File: config.mk
export PLATFORM = sky130hd
export DESIGN_NAME = ultrasonic_echo_ranging_top_flat
export DESIGN_NICKNAME = d
export VERILOG_FILES = /design/src/design/uer_pkg.sv /design/src/design/uer_chan_if.sv /design/src/design/uer_cfg_regs.sv /design/src/design/uer_core.sv /design/src/design/ultrasonic_echo_ranging_top.sv /design/src/flat_wrapper.sv
export SDC_FILE = /design/constraint.sdc
export NUM_CORES = 1
export LEC_CHECK = 0
export ABC_AREA = 1
export BUFFER_PORTS_ARGS = -buffer_cell sky130_fd_sc_hd__buf_2
export CORE_ASPECT_RATIO = 0.6
export CORE_UTILIZATION = 60
export CTS_BUF_LIST = sky130_fd_sc_hd__clkbuf_8 sky130_fd_sc_hd__clkbuf_16
export CTS_CLUSTER_SIZE = 24
export DETAILED_ROUTE_END_ITERATION = 12
export GPL_TIMING_DRIVEN = 0
export HOLD_SLACK_MARGIN = 0.15
export PLACE_DENSITY = 0.84
export SETUP_SLACK_MARGIN = 0.5
export SLEW_MARGIN = 10
export SYNTH_ARGS = -nofsm -noshare
export SYNTH_HDL_FRONTEND = slang
export SYNTH_SLANG_ARGS = --single-unit
File: constraint.sdc
create_clock -name clk_i -period 4.8 [get_ports clk_i]
set_input_delay 0.48 -clock clk_i [delete_from_list [all_inputs] [get_ports clk_i]]
set_output_delay 0.48 -clock clk_i [all_outputs]
set_load 0.01 [all_outputs]
File: src/design/uer_pkg.sv
// Package for the ultrasonic echo ranging controller: item and configuration
// types, phase and status codes, register indexes and reset values.
// No dependencies; used by uer_cfg_regs, uer_core and the top level.
package uer_pkg;

  // Default width of the phase tick counter
  localparam int unsigned COUNT_BITS_DEF = 16;

  // Configuration port
  localparam int unsigned CFG_IDX_W  = 8;
  localparam int unsigned CFG_DATA_W = 16;
  localparam int unsigned CFG_W      = 16;  // width of the 16-bit time registers
  localparam int unsigned TRIG_W     = 10;

  localparam logic [CFG_IDX_W-1:0] REG_SETTLE_LOW   = CFG_IDX_W'(0);
  localparam logic [CFG_IDX_W-1:0] REG_TRIGGER_HIGH = CFG_IDX_W'(1);
  localparam logic [CFG_IDX_W-1:0] REG_ECHO_TIMEOUT = CFG_IDX_W'(2);
  localparam logic [CFG_IDX_W-1:0] REG_MAX_ECHO     = CFG_IDX_W'(3);

  localparam logic [CFG_W-1:0]  SETTLE_LOW_RST   = 16'd30000;
  localparam logic [TRIG_W-1:0] TRIGGER_HIGH_RST = 10'd20;
  localparam logic [CFG_W-1:0]  ECHO_TIMEOUT_RST = 16'd30000;
  localparam logic [CFG_W-1:0]  MAX_ECHO_RST     = 16'd25999;

  // Distance scale: 0.1716 mm per us in Q16
  localparam int unsigned SPEED_W   = 14;
  localparam logic [SPEED_W-1:0] SPEED_Q16 = 14'd11246;
  localparam int unsigned FRAC_BITS = 16;
  localparam int unsigned PROD_W    = CFG_W + SPEED_W;
  localparam int unsigned DIST_W    = 15;

  // Measurement phases
  localparam logic [2:0] PH_IDLE   = 3'd0;
  localparam logic [2:0] PH_SETTLE = 3'd1;
  localparam logic [2:0] PH_TRIG   = 3'd2;
  localparam logic [2:0] PH_WAIT   = 3'd3;
  localparam logic [2:0] PH_ECHO   = 3'd4;

  typedef enum logic [1:0] {
    ST_VALID   = 2'd0,
    ST_TIMEOUT = 2'd1,
    ST_RANGE   = 2'd2
  } status_e;

  typedef struct packed {
    logic start_req;
    logic echo_level;
  } in_item_t;

  typedef struct packed {
    logic              trigger_level;
    logic              busy_res;
    logic              done_res;
    status_e           status;
    logic [DIST_W-1:0] distance_mm;
  } out_item_t;

  typedef struct packed {
    logic [CFG_IDX_W-1:0]  index;
    logic [CFG_DATA_W-1:0] data;
  } cfg_wr_t;

  typedef struct packed {
    logic [CFG_W-1:0]  settle_low_us;
    logic [TRIG_W-1:0] trigger_high_us;
    logic [CFG_W-1:0]  echo_timeout_us;
    logic [CFG_W-1:0]  max_echo_us;
  } cfg_t;

endpackage

File: src/design/uer_chan_if.sv
// Valid/ready channel interface carrying one payload item per handshake.
// Payload type is a parameter; used with the item types of uer_pkg.
interface uer_chan_if #(
  parameter type T = logic
);
  logic valid;
  logic ready;
  T     data;

  modport source (output valid, output data, input ready);
  modport sink   (input valid, input data, output ready);
endinterface

File: src/design/uer_cfg_regs.sv
// Configuration register file of the echo ranging controller.
// Depends on uer_pkg for indexes, widths and reset values.
module uer_cfg_regs (
  input  logic            clk_i,
  input  logic            rst_ni,
  input  logic            wr_en_i,
  input  uer_pkg::cfg_wr_t wr_i,
  output uer_pkg::cfg_t   cfg_o
);
  import uer_pkg::*;

  cfg_t cfg_q, cfg_d;

  // Decode the register index; unknown indexes are dropped
  always_comb begin
    cfg_d = cfg_q;
    if (wr_en_i) begin
      case (wr_i.index)
        REG_SETTLE_LOW:   cfg_d.settle_low_us   = wr_i.data[CFG_W-1:0];
        REG_TRIGGER_HIGH: cfg_d.trigger_high_us = wr_i.data[TRIG_W-1:0];
        REG_ECHO_TIMEOUT: cfg_d.echo_timeout_us = wr_i.data[CFG_W-1:0];
        REG_MAX_ECHO:     cfg_d.max_echo_us     = wr_i.data[CFG_W-1:0];
        default:          cfg_d = cfg_q;
      endcase
    end
  end

  always_ff @(posedge clk_i or negedge rst_ni) begin
    if (!rst_ni) begin
      cfg_q.settle_low_us   <= SETTLE_LOW_RST;
      cfg_q.trigger_high_us <= TRIGGER_HIGH_RST;
      cfg_q.echo_timeout_us <= ECHO_TIMEOUT_RST;
      cfg_q.max_echo_us     <= MAX_ECHO_RST;
    end else begin
      cfg_q <= cfg_d;
    end
  end

  assign cfg_o = cfg_q;
endmodule

File: src/design/uer_core.sv
// Measurement sequencer: phase, tick counter and echo edge detect, plus the
// result for each tick item. Depends on uer_pkg.
module uer_core #(
  parameter int unsigned COUNT_BITS = uer_pkg::COUNT_BITS_DEF
) (
  input  logic               clk_i,
  input  logic               rst_ni,
  input  logic               step_i,
  input  uer_pkg::in_item_t  item_i,
  input  uer_pkg::cfg_t      cfg_i,
  output uer_pkg::out_item_t res_o
);
  import uer_pkg::*;

  localparam int unsigned CmpW = (COUNT_BITS > CFG_W) ? COUNT_BITS : CFG_W;

  logic [2:0]            phase_q, phase_d;
  logic [COUNT_BITS-1:0] cnt_q, cnt_d;
  logic                  echo_prev_q;

  logic [CFG_W-1:0]      limit;
  logic [COUNT_BITS-1:0] cnt_inc;
  logic                  cnt_sat;
  logic                  over;
  logic [CmpW-1:0]       cnt_wide;
  logic                  too_long;
  logic [PROD_W-1:0]     prod;
  logic                  done;
  status_e               status;
  logic [DIST_W-1:0]     dist_mm;

  // Phase length for the counting phases
  always_comb begin
    case (phase_q)
      PH_SETTLE: limit = cfg_i.settle_low_us;
      PH_TRIG:   limit = CFG_W'(cfg_i.trigger_high_us);
      default:   limit = cfg_i.echo_timeout_us;
    endcase
  end

  // Saturating count step; a full counter ends the phase
  assign cnt_sat = &cnt_q;
  assign cnt_inc = cnt_q + COUNT_BITS'(1);
  assign over    = cnt_sat || (CmpW'(cnt_inc) >= CmpW'(limit)) || (&cnt_inc);

  // Echo width check and distance scaling (only used when within max_echo_us,
  // so the low 16 bits hold the whole count)
  assign cnt_wide = CmpW'(cnt_q);
  assign too_long = cnt_wide > CmpW'(cfg_i.max_echo_us);
  assign prod     = PROD_W'(cnt_wide[CFG_W-1:0]) * PROD_W'(SPEED_Q16);

  // Next phase and result
  always_comb begin
    phase_d = phase_q;
    cnt_d   = cnt_q;
    done    = 1'b0;
    status  = ST_VALID;
    dist_mm = '0;
    case (phase_q)
      PH_IDLE: begin
        if (item_i.start_req) begin
          phase_d = PH_SETTLE;
          cnt_d   = '0;
        end
      end
      PH_SETTLE: begin
        if (over) begin
          phase_d = PH_TRIG;
          cnt_d   = '0;
        end else begin
          cnt_d = cnt_inc;
        end
      end
      PH_TRIG: begin
        if (over) begin
          phase_d = PH_WAIT;
          cnt_d   = '0;
        end else begin
          cnt_d = cnt_inc;
        end
      end
      PH_WAIT: begin
        if (item_i.echo_level && !echo_prev_q) begin
          phase_d = PH_ECHO;
          cnt_d   = '0;
        end
      end
      PH_ECHO: begin
        if (!item_i.echo_level) begin
          done    = 1'b1;
          phase_d = PH_IDLE;
          cnt_d   = '0;
          if (too_long) begin
            status = ST_RANGE;
          end else begin
            dist_mm = DIST_W'(prod[PROD_W-1:FRAC_BITS]);
          end
        end else if (over) begin
          done    = 1'b1;
          status  = ST_TIMEOUT;
          phase_d = PH_IDLE;
          cnt_d   = '0;
        end else begin
          cnt_d = cnt_inc;
        end
      end
      default: begin
        phase_d = PH_IDLE;
        cnt_d   = '0;
      end
    endcase
  end

  always_ff @(posedge clk_i or negedge rst_ni) begin
    if (!rst_ni) begin
      phase_q     <= PH_IDLE;
      cnt_q       <= '0;
      echo_prev_q <= 1'b0;
    end else if (step_i) begin
      phase_q     <= phase_d;
      cnt_q       <= cnt_d;
      echo_prev_q <= item_i.echo_level;
    end
  end

  assign res_o.trigger_level = (phase_d == PH_TRIG);
  assign res_o.busy_res      = (phase_d != PH_IDLE);
  assign res_o.done_res      = done;
  assign res_o.status        = status;
  assign res_o.distance_mm   = dist_mm;
endmodule

File: src/design/ultrasonic_echo_ranging_top.sv
// Ultrasonic echo ranging controller. Each input item is one microsecond
// tick carrying start_req and the sampled echo level; each accepted item
// gives exactly one result item with the trigger level, busy/done flags,
// status and distance in mm. The block takes one item per clock cycle
// while the output is not stalled: an item is captured in an input
// register, then the sequencer updates its phase and counter and writes
// the result register, and the sequencer's single state update per tick
// sets the rate. Configuration writes are taken at any time but must
// only be made while no items are in flight. Depends on uer_pkg,
// uer_chan_if, uer_cfg_regs and uer_core.
module ultrasonic_echo_ranging_top #(
  parameter int unsigned COUNT_BITS = uer_pkg::COUNT_BITS_DEF
) (
  input  logic       clk_i,
  input  logic       rst_ni,
  uer_chan_if.sink   in_i,
  uer_chan_if.source out_o,
  uer_chan_if.sink   cfg_i
);
  import uer_pkg::*;

  cfg_t      cfg;
  in_item_t  in_q;
  logic      in_valid_q;
  out_item_t res;
  out_item_t out_q;
  logic      out_valid_q;
  logic      advance;
  logic      in_ready;

  // Configuration registers, always ready
  assign cfg_i.ready = 1'b1;

  uer_cfg_regs u_cfg (
    .clk_i   (clk_i),
    .rst_ni  (rst_ni),
    .wr_en_i (cfg_i.valid),
    .wr_i    (cfg_i.data),
    .cfg_o   (cfg)
  );

  // Pipeline control: the result register moves when empty or taken
  assign advance  = out_o.ready || !out_valid_q;
  assign in_ready = !in_valid_q || advance;
  assign in_i.ready = in_ready;

  // Input register
  always_ff @(posedge clk_i or negedge rst_ni) begin
    if (!rst_ni) begin
      in_valid_q <= 1'b0;
    end else if (in_ready) begin
      in_valid_q <= in_i.valid;
    end
  end

  always_ff @(posedge clk_i) begin
    if (in_ready && in_i.valid) begin
      in_q <= in_i.data;
    end
  end

  uer_core #(
    .COUNT_BITS (COUNT_BITS)
  ) u_core (
    .clk_i  (clk_i),
    .rst_ni (rst_ni),
    .step_i (advance && in_valid_q),
    .item_i (in_q),
    .cfg_i  (cfg),
    .res_o  (res)
  );

  // Result register
  always_ff @(posedge clk_i or negedge rst_ni) begin
    if (!rst_ni) begin
      out_valid_q <= 1'b0;
    end else if (advance) begin
      out_valid_q <= in_valid_q;
    end
  end

  always_ff @(posedge clk_i) begin
    if (advance && in_valid_q) begin
      out_q <= res;
    end
  end

  assign out_o.valid = out_valid_q;
  assign out_o.data  = out_q;

  // Input side only stalls when both stages hold items
  a_stall_full: assert property (@(posedge clk_i) disable iff (!rst_ni)
    !in_ready |-> (in_valid_q && out_valid_q))
    else $error("input stalled with a free pipeline stage");

  // A finished measurement leaves the block idle and the trigger low
  a_done_idle: assert property (@(posedge clk_i) disable iff (!rst_ni)
    (out_valid_q && out_q.done_res) |-> (!out_q.busy_res && !out_q.trigger_level))
    else $error("done result while still busy");

  // Status and distance only carry meaning on a done result
  a_status_done: assert property (@(posedge clk_i) disable iff (!rst_ni)
    (out_valid_q && ((out_q.status != ST_VALID) || (out_q.distance_mm != '0)))
      |-> out_q.done_res)
    else $error("status or distance without done");

  // A distance is only reported with a valid status
  a_dist_valid: assert property (@(posedge clk_i) disable iff (!rst_ni)
    (out_valid_q && (out_q.distance_mm != '0)) |-> (out_q.status == ST_VALID))
    else $error("distance reported with error status");
endmodule
File: src/flat_wrapper.sv
// flat-port wrapper written by rule: the top's interface ports become plain ports
module ultrasonic_echo_ranging_top_flat import uer_pkg::*;
#(
  parameter int unsigned COUNT_BITS = uer_pkg::COUNT_BITS_DEF
)
  (clk_i, rst_ni, in_i_valid, in_i_data, in_i_ready, out_o_valid, out_o_data, out_o_ready, cfg_i_valid, cfg_i_data, cfg_i_ready);
  uer_chan_if in_i_i ();
  uer_chan_if out_o_i ();
  uer_chan_if cfg_i_i ();
  input  logic clk_i;
  input  logic rst_ni;
  input wire logic [$bits(in_i_i.valid)-1:0] in_i_valid;
  input wire logic [$bits(in_i_i.data)-1:0] in_i_data;
  output wire logic [$bits(in_i_i.ready)-1:0] in_i_ready;
  output wire logic [$bits(out_o_i.valid)-1:0] out_o_valid;
  output wire logic [$bits(out_o_i.data)-1:0] out_o_data;
  input wire logic [$bits(out_o_i.ready)-1:0] out_o_ready;
  input wire logic [$bits(cfg_i_i.valid)-1:0] cfg_i_valid;
  input wire logic [$bits(cfg_i_i.data)-1:0] cfg_i_data;
  output wire logic [$bits(cfg_i_i.ready)-1:0] cfg_i_ready;
  assign in_i_i.valid = in_i_valid;
  assign in_i_i.data = in_i_data;
  assign in_i_ready = in_i_i.ready;
  assign out_o_valid = out_o_i.valid;
  assign out_o_data = out_o_i.data;
  assign out_o_i.ready = out_o_ready;
  assign cfg_i_i.valid = cfg_i_valid;
  assign cfg_i_i.data = cfg_i_data;
  assign cfg_i_ready = cfg_i_i.ready;
  ultrasonic_echo_ranging_top #(.COUNT_BITS(COUNT_BITS)) u_core (.clk_i(clk_i), .rst_ni(rst_ni), .in_i(in_i_i), .out_o(out_o_i), .cfg_i(cfg_i_i));
endmodule
==> run summary, run 1 <==
# DRC -> 0
total via count after detailed routing -> 3271
Fill cells -> 476
fin crit period -> 4.45 ns
RR Endpoint -> u_core.out_o.data$_SDFFCE_PP0P_
fin cells -> 599
Placer Congestion -> 0.967
Post-Route Hold Slack -> 0.215 ns
YS warnings -> 0
number of antenna violations at the first check in global routing -> 0
maximum number of buffers from clock root to sink -> 2
fin area -> 4900 um2
post-synthesis instance total -> 470
distinct cell type count after synthesis -> 37
Leak Pwr -> 2.54 nW
top area cells in the synthesized netlist -> fa_1 27%, ha_1 18%, dfrtp_1 14%
Sequential cell area -> 673 um2
reg2reg path depth -> 15
most frequent cell after synthesis -> inv_1
detail-routed net length per standard cell -> 18.3 um
Startpoint Class -> flop
first-pass iteration count of the detailed router -> 5
first-pass GRT wire length -> 17200 um
clock tree from TritonCTS -> yes
fraction of layout cells with a size suffix above 1 -> 0.207
all-layer global routing usage -> 0.324
multi-input combinational cell area -> 3150 um2
worst path arrival time -> 4.47 ns
cell type with the largest total area after synthesis -> fa_1
FF-to-FF setup slack -> 0.35 ns
Rows -> 23
final max-slew violation count -> 0
EDFF count, synth -> 2
nets in the synthesized netlist -> 597
RSZ-0062 raised after global routing -> yes
Floorplan Core Area -> 6730 um2
register clock-pin slew on the reported worst setup and hold paths -> 0.07 ns
status -> complete, no violations
effective utilization at floorplan -> 0.628
Layout Nets -> 640
fmax -> 225 MHz
via count normalized by instance count -> 5.46
total number of H-tree levels -> 1
type of destination of the critical path -> flop
sum of net half-perimeters after detailed placement -> 8090 um
sum of routed wire length over all layers -> 11000 um
synthesized area per cell -> 9.00 um2
crit path kind -> flop to flop
critical path capture point -> u_core.out_o.data$_SDFFCE_PP0P_
number of clock sinks -> 26
total standard cell area after synthesis -> 4230 um2
post-synthesis async set-or-reset flop share -> 0.923
area share of the largest cell type after synthesis -> 0.275
Slew @ Worst Pin -> 0.841 ns
maximum clock skew at final layout -> 0.00779 ns
prevailing post-synth register cell -> dfrtp_1
post-route clock period utilization -> 0.928
drt first-iter violations -> 273
CP Max Fanout -> 5
clk_lat worst skew -> 0.27 ns
TritonCTS buffer count -> 3
via count of the first global-routing pass -> 3371
Total Neg Setup Slack -> 0 ns
number of max-capacitance violations reported -> 0
post-route ant nets -> 0
Die ar. -> 7400 um2
final setup violation count -> 0
top cell types by occurrence after synthesis -> 130 x inv_1, 65 x nand2_1, 62 x ha_1, 58 x fa_1, 23 x dfrtp_1
Seq cells post-synth -> 26
Placed Cells incl. Taps -> 566
sequential cell area fraction in the yosys report -> 0.157
number of inserted diodes -> 0
die height -> 67.0 um
boundary pin count -> 11
Clk Tree Root Cell -> clkbuf_16
number of failing hold endpoints at the final stage -> 0
input/output buffers -> 9
Critical R2R Launch -> u_core.u_core.cnt_q[4]$_DFFE_PN0P_
worst slew margin relative to its limit -> 0.433
leftover overflow at the end of global routing -> 0
horizontal die dimension -> 110 um
signed area change from the synthesized netlist to the final layout -> 15.9%
post-detailed-placement cell area -> 4390 um2
power density relative to cell area -> 99.1 nW/um2
worst path required time -> 4.81 ns
Worst VDD drop -> 0.162 mV
largest net degree at the start of global routing -> 25
worst hold-check path type -> input pin to async pin
first element of the critical path -> u_core.u_core.cnt_q[4]$_DFFE_PN0P_
[what timing repair did]
action                                  4_1_cts  5_1_grt
pin swaps                                    34        2
setup buffers                                24        5
endpoints found under the setup margin        1        1
resized for setup                            32        1
hold buffers                                  0        0
[routing by layer]
metal	share of wire	vias up	global-route usage
met5	0	-	0
met4	0.019	0	0.0609
met3	0.096	26	0.0695
met2	0.46	152	0.512
met1	0.43	1581	0.458
li1	-	1512	-
[logic make-up after synthesis]
logic type | count (synthesis) | synth area share
adder cells (fa/ha/maj) | 120 | 0.458
AND/OR/NAND/NOR | 123 | 0.135
buffers and inverters | 135 | 0.129
flip-flops | 26 | 0.157
AO/OA/AOI/OAI | 41 | 0.0710
other | 1 | 0.000887
XOR/XNOR | 24 | 0.0497
[power by group]
| group | internal [mW] | switching (mW) | leakage [nW] |
|---|---|---|---|
| sequential | 0.228 | 0.00328 | 0.267 |
| combinational | 0.00746 | 0.0172 | 2.23 |
| clock | 0.145 | 0.0843 | 0.0493 |
| total | 0.381 | 0.105 | 2.54 |
[through the flow]
| stage | power, mW | setup slack, ns | utilization |
|---|---|---|---|
| finish | 0.485 | 0.346 | 0.728 |
| floorplan | 0.247 | 0.507 | - |
| global placement | 0.259 | 0.119 | 0.651 |
| detailed placement | 0.260 | 0.0912 | 0.651 |
| global route | 0.493 | 0.190 | 0.728 |
| CTS | 0.483 | 0.451 | 0.721 |
[worst min-delay path by stage]
| stage | startpoint | end | slack (ns) | cells past startpoint |
|---|---|---|---|---|
| 2_1_floorplan | rst_ni | u_core.in_valid_q$_DFFE_PN0N_ | 0.18 | 0 |
| 3_3_place_gp | u_core.u_cfg.cfg_o[55]$_DFFE_PN1P_ | u_core.u_cfg.cfg_o[55]$_DFFE_PN1P_ | 0.44 | 2 |
| 3_5_place_dp | u_core.u_cfg.cfg_o[55]$_DFFE_PN1P_ | u_core.u_cfg.cfg_o[55]$_DFFE_PN1P_ | 0.44 | 2 |
| 4_1_cts | rst_ni | u_core.u_core.cnt_q[13]$_DFFE_PN0P_ | 0.22 | 1 |
| 5_1_grt | rst_ni | u_core.u_core.phase_q[2]$_DFFE_PN0P_ | 0.25 | 1 |
| 6_report | rst_ni | u_core.u_core.cnt_q[13]$_DFFE_PN0P_ | 0.22 | 1 |
[cell usage in the layout, fill, tap and decap left out, types with 3 or more instances in the layout]
master,netlist,routed
inv_1,130,125
nand2_2,8,9
clkbuf_16,0,4
nor2_1,16,15
nor2_2,2,3
buf_12,1,4
o22ai_2,10,10
xnor2_1,9,9
nand4_1,4,4
buf_6,1,4
inv_2,1,4
xor2_1,15,15
buf_2,0,9
dfrtp_1,23,14
a21oi_1,10,9
nand2_1,65,63
nand3_1,16,16
ha_4,0,8
dfrtp_2,0,9
buf_4,1,24
nor3_1,4,4
o21ai_0,14,13
fa_1,58,56
ha_1,62,52
[flip-flops by register name, indices dropped and copies added, names as in the netlist]
| register | flops |
|---|---|
| u_core.in_q | 1 |
| u_core.in_valid_q | 1 |
| u_core.out_o.data | 1 |
| u_core.out_o.valid | 1 |
| u_core.u_cfg.cfg_o | 2 |
| u_core.u_core.cnt_q | 16 |
| u_core.u_core.echo_prev_q | 1 |
| u_core.u_core.phase_q | 3 |
[worst max-delay path, cell delays in order, from the launching register on]
cell        delay, ns
dfrtp_2          0.51
clkinvlp_4       0.21
buf_4            0.17
ha_1             0.36
fa_1             0.48
ha_1             0.31
ha_1             0.28
inv_1            0.05
fa_1             0.54
inv_1            0.05
ha_1             0.28
nand2_1          0.05
o21ai_0          0.47
a31oi_2          0.24
nand3_1          0.13
a21oi_1          0.07
[layout make-up]
cell class,count,area share
plain buffers,4,0.0107
clock buffers,4,0.0204
inverters,131,0.102
multi-input cells,309,0.644
flip-flops and latches,26,0.137
well taps,87,0.0222
repair buffers,38,0.0636
No activity file was read; power rests on OpenSTA's default activity.
==> run 2, diff against run 1 <==
--- a/config.mk
+++ b/config.mk
@@ -5,7 +5,6 @@
 export SDC_FILE = /design/constraint.sdc
 export NUM_CORES = 1
 export LEC_CHECK = 0
-export ABC_AREA = 1
 export BUFFER_PORTS_ARGS = -buffer_cell sky130_fd_sc_hd__buf_2
 export CORE_ASPECT_RATIO = 0.6
 export CORE_UTILIZATION = 60
==> run summary, run 2 <==
detail-routed net length per standard cell -> 18.8 um (+2.9%)
Placed Cells incl. Taps -> 540 (-4.6%)
cell with the biggest individual delay on the critical path -> fa_1
fmax -> 225 MHz (about the same)
clock tree from TritonCTS -> yes
critical path, cell by cell -> inv_4 > fa_1 > inv_1 > fa_2 > ha_1 > fa_1 > fa_1 > ha_4 > a21o_1 > a21oi_2 > o211ai_1 > a21oi_2 > o21ai_2 > xnor2_2 > o2111a_1
leftover overflow at the end of global routing -> 0 (unchanged)
fraction of layout cells with a size suffix above 1 -> 0.202 (-0.00497)
prevailing post-synth register cell -> dfrtp_1
Slew @ Worst Pin -> 0.877 ns (+0.0356 ns)
synthesized area per cell -> 9.41 um2 (+4.7%)
EDFF count, synth -> 2 (unchanged)
top cell types by occurrence after synthesis -> 110 x inv_1, 62 x ha_1, 58 x fa_1, 38 x nand2_1, 23 x dfrtp_1
maximum number of buffers from clock root to sink -> 2 (unchanged)
total via count after detailed routing -> 3382 (+3.4%)
register clock-pin slew on the reported worst setup and hold paths -> 0.07 ns (about the same)
fin crit period -> 4.45 ns (+0.000181 ns)
most frequent standard cell in the layout excluding fill and tap cells -> inv_1
first-pass iteration count of the detailed router -> 6 (+1)
via count normalized by instance count -> 5.91 (+8.3%)
area share of the largest cell type after synthesis -> 0.278 (+0.00312)
signed area change from the synthesized netlist to the final layout -> 16.2%
Worst path max stage delay -> 0.57 ns (+0.03 ns)
Largest Register -> u_core.u_core.cnt_q
clk_lat worst skew -> 0.27 ns (about the same)
Fill cells -> 466 (-2.1%)
Floorplan Core Area -> 6710 um2 (-0.43%)
number of max-capacitance violations reported -> 0 (unchanged)
status -> complete, no violations
post-synthesis instance total -> 444 (-5.5%)
worst slew margin relative to its limit -> 0.409 (-0.0240)
Layout Nets -> 613 (-4.2%)
crit path kind -> flop to flop
Worst VDD drop -> 0.233 mV (+44%)
final core utilization -> 0.725 (-0.00304)
final setup violation count -> 0 (unchanged)
Die ar. -> 7320 um2 (-1.1%)
final max-slew violation count -> 0 (unchanged)
Clk Tree Root Cell -> clkbuf_16
CP bufs+invs -> 2 (-2)
worst path required time -> 4.94 ns (+0.13 ns)
Seq cells post-synth -> 26 (unchanged)
power density relative to cell area -> 283 nW/um2 (+190%)
total standard cell area after synthesis -> 4180 um2 (-1.1%)
number of antenna violations at the first check in global routing -> 0 (unchanged)
YS warnings -> 0 (unchanged)
largest net degree at the start of global routing -> 25 (unchanged)
sum of routed wire length over all layers -> 10800 um (-1.7%)
number of flip-flops under the largest register name -> 16 (unchanged)
commonest cells after routing, fill and taps aside -> 104 x inv_1, 56 x fa_1, 46 x ha_1, 38 x nand2_1, 26 x buf_4
cell type with the largest total area after synthesis -> fa_1
most frequent cell after synthesis -> inv_1
Rows -> 23 (unchanged)
top area cells in the synthesized netlist -> fa_1 28%, ha_1 19%, dfrtp_1 14%
cell seen most often among critical-path stages -> fa_1
input/output buffers -> 9 (unchanged)
sequential cell area fraction in the yosys report -> 0.158 (+0.00178)
fin cells -> 572 (-4.5%)
TritonCTS buffer count -> 3 (unchanged)
distinct cell type count after synthesis -> 48 (+30%)
horizontal die dimension -> 110 um (-0.55%)
post-synthesis async set-or-reset flop share -> 0.923 (unchanged)
RSZ-0062 raised after global routing -> yes
# DRC -> 0 (unchanged)
drt first-iter violations -> 380 (+39%)
post-route ant nets -> 0 (unchanged)
number of inserted diodes -> 0 (unchanged)
nets in the synthesized netlist -> 571 (-4.4%)
all-layer global routing usage -> 0.327 (+0.00303)
effective utilization at floorplan -> 0.623 (-0.00440)
boundary pin count -> 11 (unchanged)
die height -> 66.7 um (-0.54%)
maximum clock skew at final layout -> 0.00578 ns (-0.00201 ns)
total number of H-tree levels -> 1 (unchanged)
worst path arrival time -> 4.59 ns (+0.12 ns)
type of destination of the critical path -> flop
worst hold-check path type -> input pin to async pin
number of clock sinks -> 26 (unchanged)
post-route clock period utilization -> 0.928 (about the same)
sum of net half-perimeters after detailed placement -> 8040 um (-0.59%)
via count of the first global-routing pass -> 3497 (+3.7%)
Placer Congestion -> 0.910 (-5.8%)
kind of cell adding the most delay to the critical path -> adder cells
Startpoint Class -> flop
CP Max Fanout -> 7 (+2)
Leak Pwr -> 2.55 nW (+0.21%)
number of failing hold endpoints at the final stage -> 0 (unchanged)
first-pass GRT wire length -> 17400 um (+1.2%)
-- run 2: stage by stage --
stage,setup TNS [ns],worst slack (ns),total power [mW],instance area (um2),hold WS [ns]
after floorplan,0,0.502,0.841,4180,0.184
after global placement,-0.0436,-0.0436,0.999,4330,0.467
after detailed placement,-0.141,-0.141,1.05,4330,0.473
after CTS,0,0.421,1.33,4780,0.214
after global routing,0,0.197,1.50,4860,0.238
final,0,0.346,1.38,4860,0.194
-- run 2: cells by family after synthesis --
family / Yosys count / share of synthesized area
AOI/OAI and AO/OA: 58 / 0.101
xor gates and xnor gates: 20 / 0.0419
adders and majority gates: 120 / 0.463
buffers and inverters: 116 / 0.106
DFF: 26 / 0.158
muxes: 2 / 0.00479
other: 1 / 0.000897
and+or+nand+nor: 101 / 0.124
-- run 2: what timing repair did --
action                                  CTS  global route
resized for setup                        40             9
endpoints found under the setup margin    1             1
hold buffers                              0             0
buffers inserted                         25             3
gates cloned                              0             0
pin swaps                                33            11
-- run 2: power breakdown --
group	leakage [nW]	internal (mW)	switching [mW]
clock	0.0493	0.145	0.0807
sequential	0.321	0.247	0.0448
combinational	2.18	0.322	0.536
-- run 2: final timing paths --
kind,startpoint,end,slack (ns),depth (start not counted)
min in group clk_i,cfg_i_valid,u_core.u_cfg.cfg_o[55]$_DFFE_PN1P_,0.35,2
max in group asynchronous,rst_ni,u_core.u_core.cnt_q[9]$_DFFE_PN0P_,4.20,1
worst min register to register,u_core.u_core.echo_prev_q$_DFFE_PN0P_,u_core.u_core.echo_prev_q$_DFFE_PN0P_,0.49,2
worst max register to register,u_core.u_core.cnt_q[4]$_DFFE_PN0P_,u_core.out_o.data$_SDFFCE_PP0P_,0.35,15
worst max-delay path,u_core.u_core.cnt_q[4]$_DFFE_PN0P_,u_core.out_o.data$_SDFFCE_PP0P_,0.35,15
worst min-delay path,rst_ni,u_core.u_cfg.cfg_o[42]$_DFFE_PN0P_,0.19,1
-- run 2: layer usage --
metal,part of all wire,track usage,vias to the layer above
met5,0,0.0635,-
met4,0.029,0.0917,0
met1,0.42,0.434,1654
met2,0.45,0.526,180
li1,-,-,1503
met3,0.10,0.0802,45
-- run 2: final cells by class --
class,count,area (um2),share of cell area
multi-input combinational,302,3260,0.670
clock buffer,4,100,0.0206
timing repair buffer,37,270,0.0556
inverter,110,418,0.0860
tap,87,109,0.0224
sequential,26,674,0.139
buffer,6,31.3,0.00644
